==> src/hw/rtl/vmg_pkg.sv <==
// Package for the voxel marker grid engine: command codes, field widths,
// the decoded job record, the result record and the engine state type.
// No dependencies.
package vmg_pkg;

  localparam int COORD_W = 5;
  localparam int HALF_W  = 4;
  localparam int VAL_W   = 2;
  // Decoded bounds never exceed 31 + 15, whatever the grid size.
  localparam int BOUND_W = 6;
  localparam int QUEUE_DEPTH = 2;
  localparam int QPTR_W = $clog2(QUEUE_DEPTH);

  typedef logic [COORD_W-1:0] coord_t;
  typedef logic [HALF_W-1:0]  half_t;
  typedef logic [VAL_W-1:0]   val_t;
  typedef logic [BOUND_W-1:0] bound_t;

  typedef enum logic [1:0] {
    CMD_READ  = 2'd0,
    CMD_WRITE = 2'd1,
    CMD_QUERY = 2'd2,
    CMD_MARK  = 2'd3
  } cmd_t;

  typedef struct packed {
    cmd_t   op;
    logic   skip;
    coord_t c_x;
    coord_t c_y;
    coord_t c_z;
    bound_t x_lo;
    bound_t x_hi;
    bound_t y_lo;
    bound_t y_hi;
    bound_t z_lo;
    bound_t z_hi;
    val_t   value;
  } job_t;

  typedef struct packed {
    val_t cell_value;
    logic hit;
  } result_t;

  typedef enum logic [2:0] {
    ST_CLEAR,
    ST_IDLE,
    ST_CENTER,
    ST_SCAN,
    ST_DRAIN
  } eng_state_t;

endpackage

==> src/hw/rtl/vmg_queue.sv <==
// Two-entry job queue between front and back end.
// Depends on vmg_pkg.
module vmg_queue (
  input  logic          clk,
  input  logic          rst,
  input  logic          push,
  input  vmg_pkg::job_t push_data,
  output logic          full,
  input  logic          pop,
  output logic          head_valid,
  output vmg_pkg::job_t head
);

  vmg_pkg::job_t                entries [vmg_pkg::QUEUE_DEPTH];
  logic [vmg_pkg::QPTR_W-1:0]   wr_ptr;
  logic [vmg_pkg::QPTR_W-1:0]   rd_ptr;
  logic [vmg_pkg::QPTR_W:0]     count;

  assign full       = (count == (vmg_pkg::QPTR_W + 1)'(vmg_pkg::QUEUE_DEPTH));
  assign head_valid = (count != '0);
  assign head       = entries[rd_ptr];

  always_ff @(posedge clk) begin
    if (rst) begin
      wr_ptr <= '0;
      rd_ptr <= '0;
      count  <= '0;
    end else begin
      if (push) wr_ptr <= wr_ptr + 1'b1;
      if (pop) rd_ptr <= rd_ptr + 1'b1;
      if (push && !pop) begin
        count <= count + 1'b1;
      end else if (pop && !push) begin
        count <= count - 1'b1;
      end
    end
  end

  always_ff @(posedge clk) begin
    if (push) entries[wr_ptr] <= push_data;
  end

endmodule

==> config.mk <==
export PLATFORM = sky130hd
export DESIGN_NAME = vmg_queue
export DESIGN_NICKNAME = d
export VERILOG_FILES = /design/src/hw/rtl/vmg_pkg.sv /design/src/hw/rtl/vmg_queue.sv
export SDC_FILE = /design/constraint.sdc
export NUM_CORES = 1
export LEC_CHECK = 0
export BUFFER_PORTS_ARGS = -buffer_cell sky130_fd_sc_hd__buf_4
export CAP_MARGIN = 20
export CELL_PAD_IN_SITES_DETAIL_PLACEMENT = 1
export CELL_PAD_IN_SITES_GLOBAL_PLACEMENT = 1
export CORE_MARGIN = 2
export CORE_UTILIZATION = 40
export DETAILED_ROUTE_END_ITERATION = 10
export PLACE_DENSITY_LB_ADDON = 0.1
export SETUP_SLACK_MARGIN = 0.5
export SLEW_MARGIN = 20
export SYNTH_ARGS = -nofsm -noshare
export SYNTH_HDL_FRONTEND = slang
export SYNTH_SLANG_ARGS = --single-unit
==> constraint.sdc <==
create_clock -name clk -period 4.7 [get_ports clk]
set_clock_uncertainty 0.2 [all_clocks]
set_input_delay 0.94 -clock clk [delete_from_list [all_inputs] [get_ports clk]]
set_output_delay 0.94 -clock clk [all_outputs]
set_load 0.005 [all_outputs]
Yosys cells after proc, flatten, opt, wreduce, memory -nomap -nowiden
Memory sizes are Yosys's and may differ from the RTL's. A register that Yosys moved wholly into a read port is not among the register bits.
Index checks and enable logic that the tools add are counted.
- latch bits: 0
- logic and storage cells: 21
- memories kept: 1
- register bits: 4
- bits in read-only memories: 0
- input bits: 60
- RAM bits: 112
- memory list (memory ; words ; width ; rd ports ; clocked after memory_dff ; wr ports ; RTL line ; RTL):
    entries ; 2 ; 56 ; 1 ; 1 ; 1 ; vmg_queue.sv:14 ; vmg_pkg::job_t entries [vmg_pkg::QUEUE_DEPTH];
- equality and inequality tests: 1
- divide/modulo/power cells: 0
- reductions and logical operators: 6
- magnitude comparators: 0
- mux-type cells: 6
- shift-type cells: 0
- bitwise operators: 0
- multipliers: 0
- add/subtract/negate cells: 4
- operator list (operator ; count):
    1-bit two-way mux ; 4
    2-bit two-way mux ; 2
    2-bit nonzero test ; 2
    1-bit adder (second input constant) ; 2
    2-bit by 1-bit adder with 2-bit output (second input constant) ; 1
    2-bit equality test (second input constant) ; 1
    1-bit logical AND ; 2
    1-bit logical NOT ; 2
    2-bit by 1-bit subtractor with 2-bit output (second input constant) ; 1

Longest topological paths before layout
- depth in word-level cells: 4
- gate-level depth with buffers: 5

Least setup slack after synthesis
OpenSTA, ideal clock, no wires.
- path kind: input port to flip-flop
- start point: input port push
- end point: memory entries[0][0] (netlist name) (enable)
- stages: 1
- arrival time: 3.413 ns
- setup slack: 0.611 ns
- path through: nor2b_1
- word-level cells in the longest chain between the ends: 2
- RTL lines (item ; RTL line ; RTL):
    start, declared ; vmg_queue.sv:6 ; input logic push,
    1-bit two-way mux ; vmg_queue.sv:40 ; if (push) entries[wr_ptr] <= push_data;
    1-bit two-way mux (not written as such) ; vmg_queue.sv:40 ;
    end, declared ; vmg_queue.sv:14 ;
No other way between the ends.

==> run summary <==
Status: finished clean
Layout cell share with drive strength beyond 1: 61.8%
Util after Layout: 57.6%
Tightest Pin Transition: 762 ps
Area growth from synthesis to layout: 39.5%
RSZ-0062 raised after global routing: false
Total CTS buffers: 17
Synth area leaders: edfxtp_1 79%, mux2_2 15%, dfxtp_1 2.3%, buf_6 1.1%, xnor2_1 0.41%
R2r endpoint: entries[1][3]$_DFFE_PP_
Root Driver: clkbuf_8
VDD IR max: 231 uV
Gp weighted congestion: 0.680
FF-to-FF Start: wr_ptr$_SDFFE_PP0P_
Hold crit path type: reg -> reg
Crit end category: primary output
Antenna cells: 0
CTS max path bufs: 2
Post-synthesis register bit count: 117
Yosys top cell area share: 78.9%
Final net count: 391
Die Wd: 107 um
Seq/Total Area, Yosys: 81.3%
Syn Area/Cell: 21.7 um2
Netlist Area Pre-Place: 4260 um2
First drt pass iteration count: 4
DRC: 0
Final Setup Violations: 0
Worst slew margin: 49.2%
Worst Setup Start Kind: flop
WHS: 310 ps
Fin. Hold Viols: 0
Critical Path Slowest Stage Cell: dfxtp_2
Clk slew on worst S/H paths: 50 ps
Total die area: 11,500 um2
Layout fillers: 954
Total net switching power: 580 uW
Dpl hpwl: 5430 um
DRT antenna net count: 0
Hold buffers post-CTS: 0
Fin crit share: 74.7%
CP endpoint: head[2]
Max_cap viols: 0
Max Freq: 0.285 GHz
Syn Nets: 257
CP Max Fanout: 30
Critical path class: reg -> out
H-tree level count: 4
First-pass GRT wire length: 13,200 um
Synth area leader: edfxtp_1
Die height: 107 um
PwrDens: 492 nW/um2
PortBufs: 117
Grt total ovfl: 0
Final Instance Area: 5940 um2
Flop2flop setup slack: 2600 ps
Vias: 2,269
Vias/cell: 4.74
Total track usage: 15.9%
Clk pwr share: 48.3%
Std cell rows: 37
Sw Share: 19.9%
Antenna violations before repair: 0
Synth Warn #: 0
Post-placement cell area: 5290 um2
Worst-skew pair later-pin latency: 510 ps
CP delay by family, top: flip-flops
Distinct cells, synth: 18
Max incr delay on CP: 820 ps
Core area: 10,300 um2
CTS resizes: 0
Post-CTS Setup Inserts: 0
Initial Util: 41.3%
Most used cell, CP: buf_4
CTS tree: yes
Largest net degree at the start of global routing: 32
Buf/Inv on CP: 2
Routed len/inst: 18.1 um
Num ports: 118
Minimum clock period: 3510 ps
Initial drt markers: 66
Critical path cell sequence: buf_4, mux2_2, buf_4
Required time of the critical path: 3560 ps
Worst path arrival time: 2370 ps
# clock sinks: 117
Setup TNS: 0 ps
Reg power frac: 42.6%
DRT Wirelength: 8680 um
Comb pwr share: 9.1%
Worst R2R Path Depth: 2
WP depth: 3
Internal: 2340 uW
Leakage: 0.00225 uW
Vias in the first global route: 2,451
Syn Inst Count: 196
Slew Limit Fails: 0
## cell usage in the layout, fill, tap and decap left out
cell type	netlist	routed
a21oi_1	1	1
and2_2	0	1
and2b_2	1	1
buf_4	1	121
bufinv_16	0	6
clkbuf_1	0	2
clkbuf_16	0	16
clkbuf_8	0	1
clkinv_2	0	2
clkinv_4	0	2
clkinvlp_4	0	3
dfxtp_1	5	4
dfxtp_2	0	1
edfxtp_1	112	112
ha_1	1	1
inv_1	1	1
mux2_2	56	56
nor2_1	4	4
nor2b_4	0	1
o21ai_0	1	1
or2_2	1	1
or3_1	1	1
xnor2_1	2	2
xor2_1	2	2
## metrics by stage
step	std cells	total power, uW	setup WS (ps)
finish	479	2920	1190
global route	479	3020	1020
CTS	479	2960	1120
detailed placement	447	1540	1670
global placement	447	1530	1680
floorplan	196	1380	611
## worst reg2reg max path, delay by kind of cell (launching register included)
| family | cells | cell delay, ps |
|---|---|---|
| simple gates | 1 | 610 |
| buf+inv | 1 | 520 |
| flops | 1 | 400 |
## power by group through the flow
stage | Sequential, uW | Combinational [uW] | Clock, uW
5_1_grt | 1250 | 289 | 1480
3_3_place_gp | 1260 | 268 | 0
3_5_place_dp | 1270 | 271 | 0
6_report | 1240 | 267 | 1410
4_1_cts | 1250 | 274 | 1440
2_1_floorplan | 1250 | 128 | 0
## how the worst min path moves through the flow
stage	start	end	slack, ps	depth (start not counted)
after floorplan	count[1]$_SDFFE_PP0P_	count[1]$_SDFFE_PP0P_	260	2
after CTS	count[1]$_SDFFE_PP0P_	count[1]$_SDFFE_PP0P_	320	2
after global routing	count[1]$_SDFFE_PP0P_	count[1]$_SDFFE_PP0P_	360	2
after global placement	count[1]$_SDFFE_PP0P_	count[1]$_SDFFE_PP0P_	280	2
final	count[1]$_SDFFE_PP0P_	count[1]$_SDFFE_PP0P_	310	2
after detailed placement	count[1]$_SDFFE_PP0P_	count[1]$_SDFFE_PP0P_	310	2
## synthesized netlist by cell type (all sizes together)
| master | instances |
|---|---|
| a21oi | 1 |
| and2 | 1 |
| and2b | 1 |
| buf | 6 |
| dfxtp | 5 |
| edfxtp | 112 |
| ha | 1 |
| inv | 1 |
| mux2 | 56 |
| nor2 | 4 |
| nor2b | 1 |
| o21ai | 1 |
| or2 | 1 |
| or3 | 1 |
| xnor2 | 2 |
| xor2 | 2 |
## layout make-up
class | count | area, um2 | area share [%]
Clock buffer | 19 | 422 | 7.09
Clock inverter | 13 | 230 | 3.87
Inverter | 1 | 3.75 | 0.0631
Multi-Input combinational cell | 72 | 746 | 12.5
Sequential cell | 117 | 3460 | 58.3
Tap cell | 136 | 170 | 2.86
Timing Repair Buffer | 121 | 908 | 15.3
## logic make-up after synthesis
family | count (synthesis) | synth area share [%]
and+or+nand+nor | 9 | 1.15
AOI/OAI and AO/OA | 2 | 0.235
xor gates and xnor gates | 4 | 0.822
DFF | 117 | 81.3
muxes | 56 | 14.8
buffers and inverters | 7 | 1.44
adders and majority gates | 1 | 0.294
## per-layer routing
layer	GRT usage [%]	up-vias	part of all wire, %
met4	7.51	0	1.4
met2	25.0	67	52
met1	19.7	1147	41
li1	-	1045	-
met5	0	-	0
met3	5.47	10	5.6
## sequential cells by signal, summed over array words and instances, names as in the netlist, named ones only
signal / cells
count: 2
entries: 112
wr_ptr: 1
rd_ptr: 1
(Power assumes the default switching activity.)
