==> src/hw/rtl/vmg_pkg.sv <==
// Package for the voxel marker grid engine: command codes, field widths,
// the decoded job record, the result record and the engine state type.
// No dependencies.
package vmg_pkg;

  localparam int COORD_W = 5;
  localparam int HALF_W  = 4;
  localparam int VAL_W   = 2;
  // Decoded bounds never exceed 31 + 15, whatever the grid size.
  localparam int BOUND_W = 6;
  localparam int QUEUE_DEPTH = 2;
  localparam int QPTR_W = $clog2(QUEUE_DEPTH);

  typedef logic [COORD_W-1:0] coord_t;
  typedef logic [HALF_W-1:0]  half_t;
  typedef logic [VAL_W-1:0]   val_t;
  typedef logic [BOUND_W-1:0] bound_t;

  typedef enum logic [1:0] {
    CMD_READ  = 2'd0,
    CMD_WRITE = 2'd1,
    CMD_QUERY = 2'd2,
    CMD_MARK  = 2'd3
  } cmd_t;

  typedef struct packed {
    cmd_t   op;
    logic   skip;
    coord_t c_x;
    coord_t c_y;
    coord_t c_z;
    bound_t x_lo;
    bound_t x_hi;
    bound_t y_lo;
    bound_t y_hi;
    bound_t z_lo;
    bound_t z_hi;
    val_t   value;
  } job_t;

  typedef struct packed {
    val_t cell_value;
    logic hit;
  } result_t;

  typedef enum logic [2:0] {
    ST_CLEAR,
    ST_IDLE,
    ST_CENTER,
    ST_SCAN,
    ST_DRAIN
  } eng_state_t;

endpackage

==> src/hw/rtl/vmg_if.sv <==
// Channel interfaces of the voxel marker grid engine: command in, result out.
// Depends on vmg_pkg.
interface vmg_in_if;
  logic            valid;
  logic            ready;
  logic [1:0]      cmd;
  vmg_pkg::coord_t x_lo;
  vmg_pkg::coord_t y_lo;
  vmg_pkg::coord_t z_lo;
  vmg_pkg::coord_t x_hi;
  vmg_pkg::coord_t y_hi;
  vmg_pkg::coord_t z_hi;
  vmg_pkg::half_t  half_x;
  vmg_pkg::half_t  half_y;
  vmg_pkg::half_t  half_z;
  vmg_pkg::val_t   value;

  modport source (
    output valid, cmd, x_lo, y_lo, z_lo, x_hi, y_hi, z_hi, half_x, half_y, half_z, value,
    input  ready
  );
  modport sink (
    input  valid, cmd, x_lo, y_lo, z_lo, x_hi, y_hi, z_hi, half_x, half_y, half_z, value,
    output ready
  );
endinterface


==> src/hw/rtl/vmg_front.sv <==
// Front end: takes commands from the input channel, clips bounds and flags
// commands that touch no cell, then pushes a decoded job. Depends on vmg_pkg, vmg_if.
module vmg_front #(
  parameter int AXIS_CELLS = 16
) (
  input  logic          clearing,
  vmg_in_if.sink        req,
  input  logic          q_full,
  output logic          q_push,
  output vmg_pkg::job_t job
);

  localparam int CMP_W = ($clog2(AXIS_CELLS + 1) > vmg_pkg::BOUND_W) ?
                         $clog2(AXIS_CELLS + 1) : vmg_pkg::BOUND_W;
  localparam logic [CMP_W-1:0] AXIS_V = CMP_W'(AXIS_CELLS);

  logic [CMP_W-1:0] cx, cy, cz;
  logic [CMP_W-1:0] qx, qy, qz;
  logic [CMP_W-1:0] hx, hy, hz;
  logic [CMP_W-1:0] sx, sy, sz;
  logic [CMP_W-1:0] lx, ly, lz;
  logic [CMP_W-1:0] ux, uy, uz;
  logic             in_grid;
  logic             empty_box;
  vmg_pkg::cmd_t    op;

  assign req.ready = !q_full && !clearing;
  assign q_push    = req.valid && req.ready;

  always_comb begin
    op = vmg_pkg::cmd_t'(req.cmd);
    cx = CMP_W'(req.x_lo);
    cy = CMP_W'(req.y_lo);
    cz = CMP_W'(req.z_lo);
    qx = CMP_W'(req.x_hi);
    qy = CMP_W'(req.y_hi);
    qz = CMP_W'(req.z_hi);
    hx = CMP_W'(req.half_x);
    hy = CMP_W'(req.half_y);
    hz = CMP_W'(req.half_z);
    sx = cx + hx;
    sy = cy + hy;
    sz = cz + hz;
    in_grid = (cx < AXIS_V) && (cy < AXIS_V) && (cz < AXIS_V);

    case (op)
      vmg_pkg::CMD_QUERY: begin
        lx = cx;
        ly = cy;
        lz = cz;
        ux = (qx > AXIS_V) ? AXIS_V : qx;
        uy = (qy > AXIS_V) ? AXIS_V : qy;
        uz = (qz > AXIS_V) ? AXIS_V : qz;
      end
      vmg_pkg::CMD_MARK: begin
        // Saturate the low corner at zero, clip the high corner to the grid.
        lx = (cx >= hx) ? cx - hx : '0;
        ly = (cy >= hy) ? cy - hy : '0;
        lz = (cz >= hz) ? cz - hz : '0;
        ux = (sx > AXIS_V) ? AXIS_V : sx;
        uy = (sy > AXIS_V) ? AXIS_V : sy;
        uz = (sz > AXIS_V) ? AXIS_V : sz;
      end
      default: begin
        // Single cell access is a one-cell box.
        lx = cx;
        ly = cy;
        lz = cz;
        ux = cx + CMP_W'(1);
        uy = cy + CMP_W'(1);
        uz = cz + CMP_W'(1);
      end
    endcase

    empty_box = (lx >= ux) || (ly >= uy) || (lz >= uz);

    job.op    = op;
    job.skip  = (op == vmg_pkg::CMD_QUERY) ? empty_box : (!in_grid || empty_box);
    job.c_x   = req.x_lo;
    job.c_y   = req.y_lo;
    job.c_z   = req.z_lo;
    job.x_lo  = vmg_pkg::bound_t'(lx);
    job.x_hi  = vmg_pkg::bound_t'(ux);
    job.y_lo  = vmg_pkg::bound_t'(ly);
    job.y_hi  = vmg_pkg::bound_t'(uy);
    job.z_lo  = vmg_pkg::bound_t'(lz);
    job.z_hi  = vmg_pkg::bound_t'(uz);
    job.value = req.value;
  end

endmodule

==> src/flat_wrapper.sv <==
// flat-port wrapper written by rule: the top's interface ports become plain ports
module vmg_front_flat 
#(
  parameter int AXIS_CELLS = 16
)
  (clearing, q_full, q_push, job, req_valid, req_cmd, req_x_lo, req_y_lo, req_z_lo, req_x_hi, req_y_hi, req_z_hi, req_half_x, req_half_y, req_half_z, req_value, req_ready);
  vmg_in_if req_i ();
  input  logic clearing;
  input  logic q_full;
  output logic q_push;
  output vmg_pkg::job_t job;
  input wire logic [$bits(req_i.valid)-1:0] req_valid;
  input wire logic [$bits(req_i.cmd)-1:0] req_cmd;
  input wire logic [$bits(req_i.x_lo)-1:0] req_x_lo;
  input wire logic [$bits(req_i.y_lo)-1:0] req_y_lo;
  input wire logic [$bits(req_i.z_lo)-1:0] req_z_lo;
  input wire logic [$bits(req_i.x_hi)-1:0] req_x_hi;
  input wire logic [$bits(req_i.y_hi)-1:0] req_y_hi;
  input wire logic [$bits(req_i.z_hi)-1:0] req_z_hi;
  input wire logic [$bits(req_i.half_x)-1:0] req_half_x;
  input wire logic [$bits(req_i.half_y)-1:0] req_half_y;
  input wire logic [$bits(req_i.half_z)-1:0] req_half_z;
  input wire logic [$bits(req_i.value)-1:0] req_value;
  output wire logic [$bits(req_i.ready)-1:0] req_ready;
  assign req_i.valid = req_valid;
  assign req_i.cmd = req_cmd;
  assign req_i.x_lo = req_x_lo;
  assign req_i.y_lo = req_y_lo;
  assign req_i.z_lo = req_z_lo;
  assign req_i.x_hi = req_x_hi;
  assign req_i.y_hi = req_y_hi;
  assign req_i.z_hi = req_z_hi;
  assign req_i.half_x = req_half_x;
  assign req_i.half_y = req_half_y;
  assign req_i.half_z = req_half_z;
  assign req_i.value = req_value;
  assign req_ready = req_i.ready;
  vmg_front #(.AXIS_CELLS(AXIS_CELLS)) u_core (.clearing(clearing), .req(req_i), .q_full(q_full), .q_push(q_push), .job(job));
endmodule
==> config.mk <==
export PLATFORM = sky130hd
export DESIGN_NAME = vmg_front_flat
export DESIGN_NICKNAME = d
export VERILOG_FILES = /design/src/hw/rtl/vmg_pkg.sv /design/src/hw/rtl/vmg_if.sv /design/src/hw/rtl/vmg_front.sv /design/src/flat_wrapper.sv
export SDC_FILE = /design/constraint.sdc
export NUM_CORES = 1
export LEC_CHECK = 0
export BUFFER_PORTS_ARGS = -buffer_cell sky130_fd_sc_hd__buf_2
export CORE_AREA = 2 2 87 89
export DETAILED_ROUTE_END_ITERATION = 6
export DIE_AREA = 0 0 89 91
export GPL_TIMING_DRIVEN = 0
export PLACE_DENSITY = 0.7
export SLEW_MARGIN = 20
export SYNTH_ARGS = -nofsm -noshare
export SYNTH_HDL_FRONTEND = slang
export SYNTH_SLANG_ARGS = --single-unit
==> constraint.sdc <==
create_clock -name vclk -period 6.5
set_input_delay 1.3 -clock vclk [all_inputs]
set_output_delay 1.3 -clock vclk [all_outputs]
set_load 0.01 [all_outputs]
# Word-level counts from Yosys, hierarchy flattened
# Cells that the tools add are included.
dict set report totals {
  regBits 0
  in_bits 49
  elab_cells 52
}
dict set report op_classes {
  n_addsub 9
  magnitude_cmp 15
  n_eq_ne 2
  n_mux 16
  n_reduce_logical 10
}
# cell count
set ops {}
lappend ops {{$mux W6} 9}
lappend ops {{$pmux W6 S2} 3}
lappend ops {{$add A5 B1 Y6 const B} 3}
lappend ops {{$add A5 B4 Y6} 3}
lappend ops {{$ge A6 B6 Y1} 3}
lappend ops {{$gt A6 B5 Y1 const B} 3}
lappend ops {{$sub A5 B4 Y6} 3}
lappend ops {{$ge A5 B4 Y1} 3}
lappend ops {{$gt A5 B5 Y1 const B} 3}
lappend ops {{$lt A5 B5 Y1 const B} 3}
lappend ops {{$mux W5} 3}
lappend ops {{$eq A2 B2 Y1 const B} 2}
lappend ops {{$logic_and A1 B1 Y1} 4}
lappend ops {{$logic_not A1 Y1} 3}
lappend ops {{$logic_or A1 B1 Y1} 3}
lappend ops {{$mux W1} 1}

# Logic depth before layout (Yosys ltp)
dict set report logic_depth {
  depth_word 9
  mapped_depth 15
}

# Least setup slack after synthesis
# OpenSTA, ideal clock, no wires.
dict set report synth_timing {
  path_kind {input to output}
  startpoint {input req_half_x[0]}
  endpoint {output job[53] (netlist bit)}
  arrival_ps 4326
  required_ps 5200
  slack_ps 874
  cell_stages 14
  n_path_buf 0
  path_cell_list {ha_1 inv_1 fa_1 xor2_2 or3_1 or4_4 a31oi_4 a221o_1 ha_1 nand2b_1 a21o_1 a21o_1 a21oi_1 o211ai_1}
}
# element line_no
set synth_lines {}
lappend synth_lines {{start: declaration} flat_wrapper.sv:20} ;# input wire logic [$bits(req_i.half_x)-1:0] req_half_x;
lappend synth_lines {{end: declaration} flat_wrapper.sv:11} ;# output vmg_pkg::job_t job;

==> qor.csv <==
stage;metric;value;unit
status;outcome;finished, final reports clean;
worst_setup_path;crit_buf_inv;3;
layout;diodes;0;
worst_setup_path;worstPathCellList;buf_2 -> ha_1 -> inv_1 -> fa_1 -> xor2_2 -> or3_1 -> or4_4 -> a31oi_4 -> a221o_1 -> ha_1 -> nand2b_1 -> a21o_1 -> a21o_1 -> a21oi_1 -> o211ai_1 -> buf_2;
layout;filler_cell_count;771;
layout;syn_to_final_growth;26.12;%
yosys;netlist.top_cell.by_area;sky130_fd_sc_hd__ha_1;
layout;seqCellArea;0;um^2
floorplanning;design.portCount;107;
worst_setup_path;cpPeakStageDelay;0.51;ns
floorplanning;floorplan.die.width;89;um
floorplanning;core_area;7137;um^2
layout;clkbuf_count;0;
sta;fin_crit;6.129;ns
yosys;synth-compound-area-share;0.3045;
layout;final_util;0.4292;
floorplanning;floorplan.rows;31;
sta;max_freq;163.1;MHz
worst_setup_path;cp-end-kind;primary output;
drt;routed-via-count;2828;
yosys;syn-num-nets;435;
grt;grt_max_degree;11;
clock_tree;post_cts_hold_buffers;0;
layout;multi_input_area;2071;um^2
drt;vias_per_cell;5.276;
pwr;pd_cells;85.42;nW/um^2
worst_setup_path;crit_arrival;4.83;ns
pwr;p_leak;1.636;nW
yosys;synth_mux_area_frac;0;
worst_setup_path;cp.required;5.20;ns
grt;grt_overflow;0;
hold_path;path_class_of_the_lowest_slack_min_delay_path;input pin to primary output;
yosys;synth_most_common_cell;sky130_fd_sc_hd__ha_1;
pwr;max-vdd-ir-drop;0.03531;mV
placement;gp_congestion;0.8850;
yosys;post_synth_fa_ha_maj_area_fraction;0.2813;
placement;number_of_buffer_cells_added_on_primary_ports;102;
floorplanning;fp.dieH;91;um
yosys;post_synth_xor_area_fraction;0.07883;
grt;grt_first_pass_wirelength;11.93;mm
yosys;yosysWarnings;0;
sta;setup_violations;0;
yosys;synth.distinct_cells;56;
yosys;yosys.area_share.simple;0.1880;
yosys;register_area_share_after_synthesis;0;
clock_tree;cts_resized;0;
drt;drtPass1Iterations;4;
grt;number_of_global_route_vias_before_repair;2648;
layout;post_route_cells_drive_above_1_share;0.3043;
drt;initialDrtViolationCount;162;
worst_setup_path;crit_path_start_kind;input pin;
sta;timing.final.hold_violations;0;
worst_setup_path;worstSetupPathType;input pin to primary output;
worst_setup_path;cp_max_fo;7;
clock_tree;post_cts_buffers;0;
yosys;area_share_of_the_largest_cell_type_after_synthesis;0.2318;
drt;drcViolationCount;0;
worst_setup_path;timing.critical_path.max_delay_family;compound AO/OA/AOI/OAI gates;
yosys;synth_top_family_by_area;compound AO/OA/AOI/OAI gates;
yosys;synth_top_cells_by_count;45 x sky130_fd_sc_hd__ha_1, 40 x sky130_fd_sc_hd__inv_1, 22 x sky130_fd_sc_hd__nor2_1;
run;max_cap_viols;0;
drt;drtAntennaViolNets;0;
yosys;gate_count_post_synth;335;
drt;totalWireLength;7.363;mm
floorplanning;effective_utilization_at_floorplan;0.3403;
sta;setup_repair_after_global_routing_missed_its_margin;false;
grt;track_usage;0.1763;
grt;grt_antenna_before_repair;0;
sta;worst_pin_slew;0.8645;ns
sta;slew_viol_final;0;
sta;timing.max_slew.rel_slack;0.4088;
drt;drt-wirelength-per-cell;13.74;um
layout;number_of_nets_in_the_finished_design;539;
layout;layout.sequential_cells;0;
sta;timing.setup.tns;0;ns
worst_setup_path;slowest_stage;sky130_fd_sc_hd__or4_4;
sta;min_period_over_period;0.9430;
yosys;synth_top_cells_by_area;sky130_fd_sc_hd__ha_1 23%, sky130_fd_sc_hd__inv_1 6.2%, sky130_fd_sc_hd__buf_4 5.9%;
placement;dp_hpwl;6.269;mm
floorplanning;fp.dieArea;8099;um^2
yosys;avgSynthCellArea;7.249;um^2
yosys;syn_area;2429;um^2
area by class of cell:
class	count	share of cell area
Tap cell	99	0.04044
Inverter	40	0.04902
Buffer	34	0.06781
Multi-Input combinational cell	261	0.6761
Timing Repair Buffer	102	0.1667
metrics by stage:
stage	hold slack, ns	total power [mW]	instances	instance area, um^2	setup slack, ns
2_1_floorplan	2.647	0.1743	335	2429	0.8738
6_report	2.784	0.2617	536	3063	0.3706
3_5_place_dp	2.784	0.2590	536	3063	0.4032
3_3_place_gp	2.785	0.2536	536	3063	0.4310
5_1_grt	2.791	0.2935	536	3063	0.1518
4_1_cts	2.784	0.2611	536	3063	0.3839
final timing paths:
kind | slack, ns | from | end | cells after the start
max | 0.37 | req_x_lo[0] | job[53] | 16
min | 2.78 | req_y_lo[4] | job[47] | 2
report_power, final:
| part | internal [mW] | switching [mW] | leakage (nW) |
|---|---|---|---|
| sequential | 0 | 0 | 0 |
| combinational | 0.115 | 0.146 | 1.64 |
| clock | 0 | 0 | 0 |
metal layers:
layer | GRT usage | share of wire
met4 | 0.03607 | 0.020
met5 | 0 | 0
met1 | 0.2467 | 0.47
met2 | 0.2942 | 0.43
met3 | 0.01273 | 0.079
layout by cell type (no fill, tap or decap), types with 3 or more instances in the layout:
cell	Yosys	final
sky130_fd_sc_hd__buf_2	1	103
sky130_fd_sc_hd__ha_1	45	45
sky130_fd_sc_hd__inv_1	40	40
sky130_fd_sc_hd__nor2_1	22	22
sky130_fd_sc_hd__buf_4	19	19
sky130_fd_sc_hd__nand2_1	17	17
sky130_fd_sc_hd__a21oi_1	16	16
sky130_fd_sc_hd__clkbuf_1	13	13
sky130_fd_sc_hd__xnor2_1	12	12
sky130_fd_sc_hd__a21o_1	12	12
sky130_fd_sc_hd__nand3_1	11	11
sky130_fd_sc_hd__o21ai_0	11	11
sky130_fd_sc_hd__nor3_1	9	9
sky130_fd_sc_hd__xor2_1	8	8
sky130_fd_sc_hd__o21bai_1	6	6
sky130_fd_sc_hd__nand4_1	6	6
sky130_fd_sc_hd__fa_1	6	6
sky130_fd_sc_hd__a221o_1	5	5
sky130_fd_sc_hd__a211o_1	4	4
sky130_fd_sc_hd__or3_1	4	4
sky130_fd_sc_hd__a31oi_1	4	4
sky130_fd_sc_hd__o21a_1	4	4
sky130_fd_sc_hd__o31ai_1	4	4
sky130_fd_sc_hd__and2_1	4	4
sky130_fd_sc_hd__a221oi_1	4	4
sky130_fd_sc_hd__nand2b_1	4	4
sky130_fd_sc_hd__nor3b_1	3	3
sky130_fd_sc_hd__and3_1	3	3
sky130_fd_sc_hd__a2111oi_0	3	3
sky130_fd_sc_hd__o31a_1	3	3
cell families after synthesis:
logic type | count (synthesis)
xor+xnor | 21
buf+inv | 74
fa+ha+maj | 51
compound gates | 99
simple gates | 90
Power figures use the tool's default switching activity.
